===== config.mk =====
export PLATFORM = sky130hd
export DESIGN_NAME = vcvf_nbr
export DESIGN_NICKNAME = d
export VERILOG_FILES = /design/src/hw/rtl/vcvf_pkg.sv /design/src/hw/rtl/vcvf_nbr.sv
export SDC_FILE = /design/constraint.sdc
export NUM_CORES = 1
export LEC_CHECK = 0
export ABC_CLOCK_PERIOD_IN_PS = 3300
export BUFFER_PORTS_ARGS = -buffer_cell sky130_fd_sc_hd__clkbuf_2
export CAP_MARGIN = 20
export CORE_UTILIZATION = 24
export DETAILED_ROUTE_END_ITERATION = 10
export PLACE_DENSITY = 0.55
export SETUP_SLACK_MARGIN = 0.15
export SLEW_MARGIN = 30
export SYNTH_ARGS = -nofsm -noshare
export SYNTH_HDL_FRONTEND = slang
export SYNTH_SLANG_ARGS = --single-unit
export TNS_END_PERCENT = 5

===== constraint.sdc =====
create_clock -name vclk -period 3.3
set_clock_uncertainty 0.1 [all_clocks]
set_input_delay 0 -clock vclk [all_inputs]
set_output_delay 0 -clock vclk [all_outputs]
set_load 0.02 [all_outputs]

===== src/hw/rtl/vcvf_pkg.sv =====
// Shared constants, types and codes of the voxel component volume filter.
package vcvf_pkg;

  // Largest volume the block holds.
  localparam int MAX_ROWS    = 64;
  localparam int MAX_COLUMNS = 64;
  localparam int MAX_SLICES  = 16;
  localparam int VOXEL_CAP   = MAX_ROWS * MAX_COLUMNS * MAX_SLICES;

  // Voxel address, and counts that must also hold the full capacity.
  localparam int IDX_W = (VOXEL_CAP > 1) ? $clog2(VOXEL_CAP) : 1;
  localparam int CNT_W = $clog2(VOXEL_CAP + 1);

  // Coordinate widths inside the volume.
  localparam int Y_W = (MAX_COLUMNS > 1) ? $clog2(MAX_COLUMNS) : 1;
  localparam int X_W = (MAX_ROWS > 1) ? $clog2(MAX_ROWS) : 1;
  localparam int Z_W = (MAX_SLICES > 1) ? $clog2(MAX_SLICES) : 1;

  // Widths of the clamped dimensions.
  localparam int RDIM_W = $clog2(MAX_ROWS + 1);
  localparam int CDIM_W = $clog2(MAX_COLUMNS + 1);
  localparam int SDIM_W = $clog2(MAX_SLICES + 1);

  // Register and result field widths.
  localparam int ROW_REG_W  = 7;
  localparam int COL_REG_W  = 7;
  localparam int SLC_REG_W  = 5;
  localparam int THR_W      = 17;
  localparam int CFG_DATA_W = 17;
  localparam int CFG_IDX_W  = 2;
  localparam int SUM_W      = 17;
  localparam logic [SUM_W-1:0] SUM_LIMIT = '1;

  // Register reset values.
  localparam logic [ROW_REG_W-1:0] ROW_RESET = ROW_REG_W'(64);
  localparam logic [COL_REG_W-1:0] COL_RESET = COL_REG_W'(64);
  localparam logic [SLC_REG_W-1:0] SLC_RESET = SLC_REG_W'(16);
  localparam logic [THR_W-1:0]     THR_RESET = THR_W'(1);

  // Register indexes on the configuration port.
  typedef enum logic [CFG_IDX_W-1:0] {
    REG_ROW_COUNT,
    REG_COLUMN_COUNT,
    REG_SLICE_COUNT,
    REG_VOLUME_THRESHOLD
  } reg_index_t;

  // Neighbor directions, in the order they are probed.
  typedef enum logic [2:0] {
    DIR_Z_UP,
    DIR_Z_DOWN,
    DIR_X_UP,
    DIR_X_DOWN,
    DIR_Y_UP,
    DIR_Y_DOWN
  } dir_t;

  // One voxel position: linear address plus its coordinates.
  typedef struct packed {
    logic [IDX_W-1:0] idx;
    logic [Z_W-1:0]   z;
    logic [X_W-1:0]   x;
    logic [Y_W-1:0]   y;
  } entry_t;

  // Clamped dimensions with the derived plane size and voxel count.
  typedef struct packed {
    logic [RDIM_W-1:0] rows;
    logic [CDIM_W-1:0] cols;
    logic [SDIM_W-1:0] slices;
    logic [CNT_W-1:0]  plane;
    logic [CNT_W-1:0]  total;
  } dims_t;

endpackage


===== src/hw/rtl/vcvf_nbr.sv =====
// Neighbor generator: position, bounds check and address step for one direction.
module vcvf_nbr (
  input  vcvf_pkg::entry_t cur,
  input  vcvf_pkg::dir_t   dir,
  input  vcvf_pkg::dims_t  dims,
  output vcvf_pkg::entry_t nbr,
  output logic             ok
);

  logic [vcvf_pkg::CNT_W-1:0] z_up;
  logic [vcvf_pkg::CNT_W-1:0] x_up;
  logic [vcvf_pkg::CNT_W-1:0] y_up;

  // Coordinates one step up, widened so the compare against a dimension cannot wrap.
  assign z_up = vcvf_pkg::CNT_W'(cur.z) + vcvf_pkg::CNT_W'(1);
  assign x_up = vcvf_pkg::CNT_W'(cur.x) + vcvf_pkg::CNT_W'(1);
  assign y_up = vcvf_pkg::CNT_W'(cur.y) + vcvf_pkg::CNT_W'(1);

  // Step the address by one plane, one row or one column.
  always_comb begin
    nbr = cur;
    ok  = 1'b0;
    case (dir)
      vcvf_pkg::DIR_Z_UP: begin
        ok      = z_up < vcvf_pkg::CNT_W'(dims.slices);
        nbr.z   = cur.z + vcvf_pkg::Z_W'(1);
        nbr.idx = cur.idx + dims.plane[vcvf_pkg::IDX_W-1:0];
      end
      vcvf_pkg::DIR_Z_DOWN: begin
        ok      = cur.z != '0;
        nbr.z   = cur.z - vcvf_pkg::Z_W'(1);
        nbr.idx = cur.idx - dims.plane[vcvf_pkg::IDX_W-1:0];
      end
      vcvf_pkg::DIR_X_UP: begin
        ok      = x_up < vcvf_pkg::CNT_W'(dims.rows);
        nbr.x   = cur.x + vcvf_pkg::X_W'(1);
        nbr.idx = cur.idx + vcvf_pkg::IDX_W'(dims.cols);
      end
      vcvf_pkg::DIR_X_DOWN: begin
        ok      = cur.x != '0;
        nbr.x   = cur.x - vcvf_pkg::X_W'(1);
        nbr.idx = cur.idx - vcvf_pkg::IDX_W'(dims.cols);
      end
      vcvf_pkg::DIR_Y_UP: begin
        ok      = y_up < vcvf_pkg::CNT_W'(dims.cols);
        nbr.y   = cur.y + vcvf_pkg::Y_W'(1);
        nbr.idx = cur.idx + vcvf_pkg::IDX_W'(1);
      end
      vcvf_pkg::DIR_Y_DOWN: begin
        ok      = cur.y != '0;
        nbr.y   = cur.y - vcvf_pkg::Y_W'(1);
        nbr.idx = cur.idx - vcvf_pkg::IDX_W'(1);
      end
      default: begin
        ok = 1'b0;
      end
    endcase
  end

endmodule


---- Word-level counts from Yosys, hierarchy flattened ----
Cells that the tools add are included.
storage, ports and cells
  bits in registers ....................... 0
  input port bits ......................... 88
  output and inout port bits .............. 33
cells by class
  $add $sub $neg .......................... 15
  order comparisons ....................... 3
  eq/ne operators ......................... 5
  multiplexer cells ....................... 5
  reductions and logical operators ........ 4
operator list
  cell                                                count
  one-hot mux 16 bit (6 select lines)                 1
  one-hot mux 6 bit (2 select lines)                  2
  adder 16 x 1 -> 16 bit, second input constant       1
  adder 16 bit                                        1
  adder 16 x 7 -> 16 bit                              1
  subtractor 16 x 1 -> 16 bit, second input constant  1
  subtractor 16 bit                                   1
  subtractor 16 x 7 -> 16 bit                         1
  adder 6 x 1 -> 7 bit, second input constant         2
  < comparator 7 bit                                  2
  adder 6 x 1 -> 6 bit, second input constant         2
  nonzero test 6 bit                                  2
  subtractor 6 x 1 -> 6 bit, second input constant    2
  one-hot mux 4 bit (2 select lines)                  1
  == test 3 x 2 -> 1 bit, second input constant       2
  == test 3 bit, second input constant                2
  one-hot mux 1 bit (6 select lines)                  1
  adder 4 x 1 -> 5 bit, second input constant         1
  < comparator 5 bit                                  1
  adder 4 x 1 -> 4 bit, second input constant         1
  nonzero test 4 bit                                  1
  subtractor 4 x 1 -> 4 bit, second input constant    1
  == test 3 x 1 -> 1 bit, second input constant       1
  zero test 3 bit                                     1

---- Logic depth before layout (Yosys ltp) ----
Gate-level depths: netlist of the first run.
  depth in word-level cells ............... 3
  gate-level depth with buffers ........... 16
  depth with buffers taken out ............ 16

---- Worst setup path after synthesis of the first run ----
No wires, ideal clock.
  path type ............................... in2out
  start point ............................. in dims[41] (netlist name)
  end point ............................... out nbr[29] (netlist name)
  data arrival time ....................... 2.926 ns
  path slack .............................. 0.274 ns
  stages on the path ...................... 15
  path buffers ............................ 0
  cell sequence ........................... nor4_1 and2_1 ha_1 mux2_2 a22oi_1 o21ai_0 a31oi_1 ha_1 a21oi_1 o21ai_0 and2_2 o21bai_1 a21boi_0 o211a_1 a211oi_1
RTL lines
  what         RTL line       source
  from (decl)  vcvf_nbr.sv:5  input vcvf_pkg::dims_t dims,
  to (decl)    vcvf_nbr.sv:6  output vcvf_pkg::entry_t nbr,

==> reports/summary.md, run 1 <==
The area of the die came out at 0.0128 mm². The routed wire length came out at 9700 µm. The commonest cells after synthesis are sky130_fd_sc_hd__ha_1 (50), sky130_fd_sc_hd__nand2_1 (44), sky130_fd_sc_hd__nor2_1 (43). For the pin with the worst max-slew slack, the measured transition is 0.487 ns. Sorting the synthesized cells by area gives the leading types as sky130_fd_sc_hd__ha_1 (21%), sky130_fd_sc_hd__xnor2_1 (9.4%), sky130_fd_sc_hd__a21oi_1 (6.4%). Dividing total power by cell area gives a power density of 199 mW/mm². The logs give 0 for the final sequential cell count and 24.7% for the starting density of the core. The first detailed-routing pass took 4 iterations.

Leaving out filler cells and counting taps, the final layout contains 730. Of the cells placed in the final design, the portion with a size suffix greater than 1 is 28.5%. Class of the tightest hold or removal check: input port to output pin. The synthesized net count is 588, and the fraction of synthesized cell area in xor and xnor cells is 14.1%. The final layout contains 706 nets. Across all hold checks on the routed design, the worst slack comes to 0.194 ns. Across the VDD grid, the largest voltage drop is 0.0000646 V.

The floorplan step set the die height to 113 µm. 121 I/O pins were placed. The headroom to the max-slew limit came out at 67.4%. The number of clock buffers in the layout is 0. The synthesized netlist devotes 23.7% of its cell area to adder and majority cells. The remaining antenna violation count after routing is 0.

The nature of the critical path endpoint was an output pin. The tools report the global-route wire length before repair as 15300 µm. The total number of vias was 3578. The post-synthesis cell type with the largest combined area was sky130_fd_sc_hd__ha_1.

In this run the mean area of a mapped cell was 6.67 µm². At the worst endpoint, the arrival time is 3.07 ns. From synthesis to final layout, the design area changed by 35.3%.

The critical-path maximum fanout was 4; the reported leakage power was 1.97 nW. The combinational family with the most area after synthesis was compound AO/OA/AOI/OAI gates. The DRC marker count from the first detailed-route iteration was 152; the sequential-to-total area share from yosys stat was 0%.

The quantity of I/O buffers inserted on ports was 103; the placed wire-length estimate was 8090 µm. Across the run, the number of max-cap violations was 0. For the summed negative setup slack over all endpoints, the log shows 0 ns.

Summing the areas of all and, or, nand and nor instances in the mapped netlist gives 23.5% of the synthesized area. The final worst-path cycle share was 96.0%. The tools report the largest net degree at the start of global routing as 22.

The synthesized-area fraction occupied by ao, oa, aoi and oai cells came out at 29.5%. The count of pins over their slew limit is 0, and the average vias per placed instance is 4.90. The remaining global-route overflow is 0.

The repair_antennas step left the layout with diodes totalling 0. Including well taps, the total number of placed cells is 726. The logs give 0.00297 mm² for the cell area after technology mapping and 49 for the count of different cell masters after synthesis.

The floorplan step defined a core boundary enclosing 0.0121 mm². Setup repair after global routing could not meet its margin everywhere. The run gives 0.858 as the placer's final routability congestion estimate.

Based on the critical path, the design can be clocked at up to 316 MHz. Once placement finished, the instance area stood at 0.00380 mm². For this run, design rule violations remaining after detail routing come to 0. Yosys printed 0 warnings. The run finished with clean final reports. The total number of placement rows is 40, and the number of global-route vias before repair is 3364. Of the post-synthesis cell area, the dominant cell type holds 21.0%. The final cell utilization of the core is 33.4%, and the portion of netlist area occupied by mux cells is 1.39%.

Register cell area after layout: 0 µm². The class of the most critical setup path was input port to output pin. From left edge to right edge, the die measures 113 µm. After clock tree synthesis, the flow added hold-fix buffers numbering 0. Average routed wire per standard cell: 13.3 µm. Setup violations remaining at the end of the flow were counted as 0.

By instance count, the leading cell after synthesis is sky130_fd_sc_hd__ha_1. After technology mapping, the gate count stands at 446. The post-route cell area came out at 0.00403 mm². Global routing consumed, over all layers together, 14.2% of the routing resources. The initial antenna violation count was 0; the number of hold-slack violations in the final timing report was 0.

STA puts the critical path data required time at 3.20 ns. The worst path in the final design needs a cycle of 3.17 ns, including I/O delays and setup. The category of the worst setup path launch point was an input port.
-- per-layer routing --
layer | GRT usage [%] | part of all wire (%) | routed length [µm] | up-vias
li1 | - | - | - | 1830
met1 | 17.9 | 43 | 4220 | 1636
met2 | 27.6 | 51 | 4920 | 108
met3 | 0.643 | 5.4 | 521 | 4
met4 | 0.702 | 0.52 | 50 | 0
met5 | 0 | 0 | 0 | -
-- cell type report --
type	instances	area, µm²
fill	1314	8040
inverter	38	143
multi-input combinational	392	2920
tap	168	210
timing repair buffer	132	749
-- per-stage QoR --
stage	total power [mW]	setup WS (ns)
after detailed placement	0.754	-0.175
after global routing	0.885	-0.0190
after global placement	0.741	-0.0526
after CTS	0.772	0.0497
after floorplan	0.501	0.274
final	0.801	0.132
-- cell usage in the layout, fill, tap and decap left out, types with 4 or more instances in the layout --
master,netlist,layout
sky130_fd_sc_hd__nor3_1,8,6
sky130_fd_sc_hd__o31ai_1,4,4
sky130_fd_sc_hd__inv_1,38,38
sky130_fd_sc_hd__fa_1,4,4
sky130_fd_sc_hd__buf_4,1,32
sky130_fd_sc_hd__nor2_1,43,41
sky130_fd_sc_hd__ha_1,50,49
sky130_fd_sc_hd__and2_1,5,4
sky130_fd_sc_hd__o21ai_1,0,7
sky130_fd_sc_hd__o21ai_0,31,23
sky130_fd_sc_hd__nand3_1,16,13
sky130_fd_sc_hd__and3_1,5,5
sky130_fd_sc_hd__a21oi_2,0,4
sky130_fd_sc_hd__o211ai_1,5,5
sky130_fd_sc_hd__xnor2_1,32,32
sky130_fd_sc_hd__clkbuf_2,0,96
sky130_fd_sc_hd__a21o_1,10,10
sky130_fd_sc_hd__nor2b_1,5,4
sky130_fd_sc_hd__o21a_1,6,6
sky130_fd_sc_hd__o21bai_1,4,4
sky130_fd_sc_hd__a21oi_1,38,33
sky130_fd_sc_hd__a211oi_1,9,8
sky130_fd_sc_hd__nand2b_1,6,6
sky130_fd_sc_hd__xor2_1,16,16
sky130_fd_sc_hd__a31oi_1,5,4
sky130_fd_sc_hd__nand2_1,44,44
-- cells by family after synthesis --
kind of cell | count (synthesis)
simple gates | 148
buf+inv | 54
xor+xnor | 48
compound gates | 138
fa+ha+maj | 54
mux | 4
-- final timing paths --
kind | from | end | slack (ns) | cells past startpoint
worst max-delay path | dims[17] | nbr[30] | 0.13 | 17
worst min-delay path | cur[31] | nbr[31] | 0.19 | 3
-- repair_timing --
action | in CTS | in global routing
setup buffers | 0 | 4
setup endpoints to repair | 8 | 9
pin swaps | 8 | 21
resized for setup | 18 | 36
-- power by group --
group          switching (mW)  internal (mW)
logic                   0.461          0.339
registers                   0              0
clock network               0              0
-- critical path: stages --
cell,delay [ns]
sky130_fd_sc_hd__clkbuf_2,0.09
sky130_fd_sc_hd__inv_1,0.07
sky130_fd_sc_hd__ha_1,0.18
sky130_fd_sc_hd__nor2b_4,0.18
sky130_fd_sc_hd__nand3_4,0.11
sky130_fd_sc_hd__buf_4,0.18
sky130_fd_sc_hd__nor3_4,0.19
sky130_fd_sc_hd__buf_4,0.15
sky130_fd_sc_hd__xnor2_1,0.07
sky130_fd_sc_hd__a221oi_2,0.34
sky130_fd_sc_hd__ha_1,0.34
sky130_fd_sc_hd__a21o_1,0.19
sky130_fd_sc_hd__a21oi_2,0.18
sky130_fd_sc_hd__mux2i_1,0.20
sky130_fd_sc_hd__o21ai_0,0.11
sky130_fd_sc_hd__a311oi_1,0.25
sky130_fd_sc_hd__buf_2,0.22
Note: power is estimated with default switching activity, not from simulation.
==> run 2: changes to the inputs <==
Settings changed: ABC_CLOCK_PERIOD_IN_PS 3300 to 2600, PLACE_DENSITY 0.55 to not set.
Clock period 3.3 ns to 2.6 ns, I/O delays scaled along.
==> run 2 against run 1 <==
The run now ends with negative setup slack left. Hold slack improved by 0.018 ns. Via count increased by 7.5%. First-iteration DRC count is 26% lower. Count of clock-buffer cells in the layout is the same. Worst setup slack got worse by 0.65 ns. Core utilization up 5.4 points. Combinational power up 51%. Die area unchanged. Non-clock buffer count rose by 75. Critical path depth up 1. Largest power group unchanged. Sequential cell count unchanged. Final area grew 16%. Critical path type unchanged.
==> reports/summary.md, run 2 (same netlist as run 1, synthesis figures left out) <==
The floorplan has 40 rows. In the layout the commonest cells are sky130_fd_sc_hd__buf_4 (106), sky130_fd_sc_hd__clkbuf_2 (94), sky130_fd_sc_hd__ha_1 (49), sky130_fd_sc_hd__nand2_1 (43), sky130_fd_sc_hd__nor2_1 (41). The library cell used most frequently in the layout, excluding fill and tap cells, is sky130_fd_sc_hd__buf_4.

For the peak supply drop, the log shows 0.0000931 V. The tools report the category of the worst setup path launch point as an input port. During placement, the flow inserted port buffers numbering 103.

The class of the tightest hold or removal check is input port to output pin. The routed wire length was 10500 µm; the number of cells on the worst hold path was 3. After layout, the clock buffer instance count stands at 0. The run gives 121 as the number of top-level pins. 0 antenna diodes ended up in the layout. The logs give 3847 for the total number of vias and 67.9% for the headroom to the max-slew limit. The shortest clock period the worst path allows after layout came out at 3.12 ns. The die covers 0.0128 mm². Buffers inserted to repair hold after CTS numbered 0.

Detailed placement finished with a half-perimeter wire length of 9030 µm. The die outline height works out to 113 µm. The post-layout worst setup margin was -0.521 ns; the area growth from synthesis to layout was 57.2%. After filler insertion, the fill cell instance count of the layout stands at 1256. The final-stage net count is 781, and the core area is 0.0121 mm².

The final critical path takes up 120% of the cycle. The total overflow left after global routing is 0. For the total setup violations reported at the end of the flow, the log shows 11.

Setup repair after global routing could not meet its margin everywhere. Areal power density over the cells: 258 mW/mm². The tools report the nature of the critical path endpoint as an output pin. The tools report the summed negative setup slack over all endpoints as -3.37 ns. The run finished, with violations left.

The logs give 0 for the number of hold-slack violations in the final timing report and 0 for the final sequential cell count. Across the whole layout, storage elements account for 0 µm². The maximum clock rate is 320 MHz. The tools report the starting density of the core as 24.7%. The tools report the worst min-delay path endpoint as nbr[31]. The tool flagged a number of max-cap violations equal to 0.

In this run the horizontal extent of the chip is 113 µm. Average routed wire per standard cell: 13.0 µm. At the end of the flow the core is filled with cells to 38.8%. The count of pins over their slew limit is 0.

The remaining antenna violation count after routing is 0. Cells with a size suffix above 1 make up 39.6% of the layout. The first global-routing pass estimated 17300 µm of wire. Entering global routing, the biggest net connects 22 pins. STA puts the critical path data required time at 2.50 ns. The placer's final routability congestion estimate is 0.837, and the initial antenna violation count is 0. The analysis attributes to cell leakage a power of 2.37 nW.

For the signal arrival time at the worst endpoint, the log shows 3.02 ns. The first routing iteration left 113 violations. The first TritonRoute pass finished after 4 iterations. The average vias per placed instance was 4.78; the remaining design rule violation count was 0. In this run the most critical hold path is launched from cur[31].

The critical-path maximum fanout was 4; the number of global-route vias before repair was 3791. The class of the most critical setup path is input port to output pin. Global routing consumed, over all layers together, 16.1% of the routing resources.

The final reports fail on negative setup slack. At the pin with the least slew margin, the transition time is 0.480 ns.
==> run 2: changes by cell type in the layout (fill, tap and decap cells not counted), sizes merged <==
cell,delta
buf,+74
clkbuf,+1
==> run 2: area by class of cell <==
type	count	area (µm²)	share of cell area, %
Tap cell	168	210	4.50
Multi-Input combinational cell	392	2990	64.0
Timing Repair Buffer	207	1330	28.5
Inverter	38	143	3.05
==> run 2: metal layers <==
| layer | vias to the layer above | track usage (%) | routed length, µm |
|---|---|---|---|
| met5 | - | 0 | 0 |
| met4 | 0 | 2.46 | 174 |
| met3 | 10 | 1.12 | 386 |
| met2 | 79 | 31.5 | 5350 |
| met1 | 1778 | 19.4 | 4560 |
| li1 | 1980 | - | - |
==> run 2: repair_timing <==
action,4_1_cts,5_1_grt
cloned,0,0
buffers inserted,3,0
resized for setup,24,34
pin swaps,13,18
endpoints found under the setup margin,13,16
==> run 2: power breakdown <==
group,switching (mW),internal (mW)
combinational,0.637,0.569
sequential,0,0
clock,0,0
==> run 2: worst max-delay path, cell delays in order <==
cell and delay (ns):
sky130_fd_sc_hd__buf_6 0.10, sky130_fd_sc_hd__nor4_4 0.29, sky130_fd_sc_hd__and2_4 0.21, sky130_fd_sc_hd__ha_4 0.19, sky130_fd_sc_hd__mux2_4 0.27, sky130_fd_sc_hd__a22oi_2 0.12, sky130_fd_sc_hd__o21ai_1 0.09, sky130_fd_sc_hd__a31oi_1 0.20
sky130_fd_sc_hd__ha_1 0.23, sky130_fd_sc_hd__and4_4 0.24, sky130_fd_sc_hd__nand2_4 0.05, sky130_fd_sc_hd__a21oi_4 0.16, sky130_fd_sc_hd__o21bai_1 0.12, sky130_fd_sc_hd__a21boi_2 0.18, sky130_fd_sc_hd__buf_4 0.14, sky130_fd_sc_hd__nor2_4 0.04
sky130_fd_sc_hd__a211oi_4 0.22, sky130_fd_sc_hd__clkbuf_8 0.18
==> run 2: worst max-delay path by stage <==
stage / slack [ns] / cells past startpoint / startpoint / endpoint
after floorplan: -0.14 / 16 / dims[39] / nbr[29]
after global routing: -0.66 / 18 / dims[42] / nbr[29]
after detailed placement: -0.69 / 17 / dims[41] / nbr[31]
after global placement: -0.65 / 17 / dims[41] / nbr[31]
after CTS: -0.52 / 17 / dims[44] / nbr[29]
final: -0.52 / 18 / dims[41] / nbr[29]
==> run 2: through the flow <==
| step | setup WS (ns) | power, mW | std cells | cell area, µm² | hold slack (ns) |
|---|---|---|---|---|---|
| floorplan | -0.141 | 0.668 | 446 | 3050 | -0.000820 |
| global route | -0.665 | 1.33 | 805 | 4670 | 0.223 |
| detailed placement | -0.688 | 1.13 | 802 | 4440 | 0.213 |
| global placement | -0.652 | 1.11 | 802 | 4440 | 0.217 |
| finish | -0.521 | 1.21 | 805 | 4670 | 0.211 |
| CTS | -0.522 | 1.17 | 805 | 4560 | 0.223 |
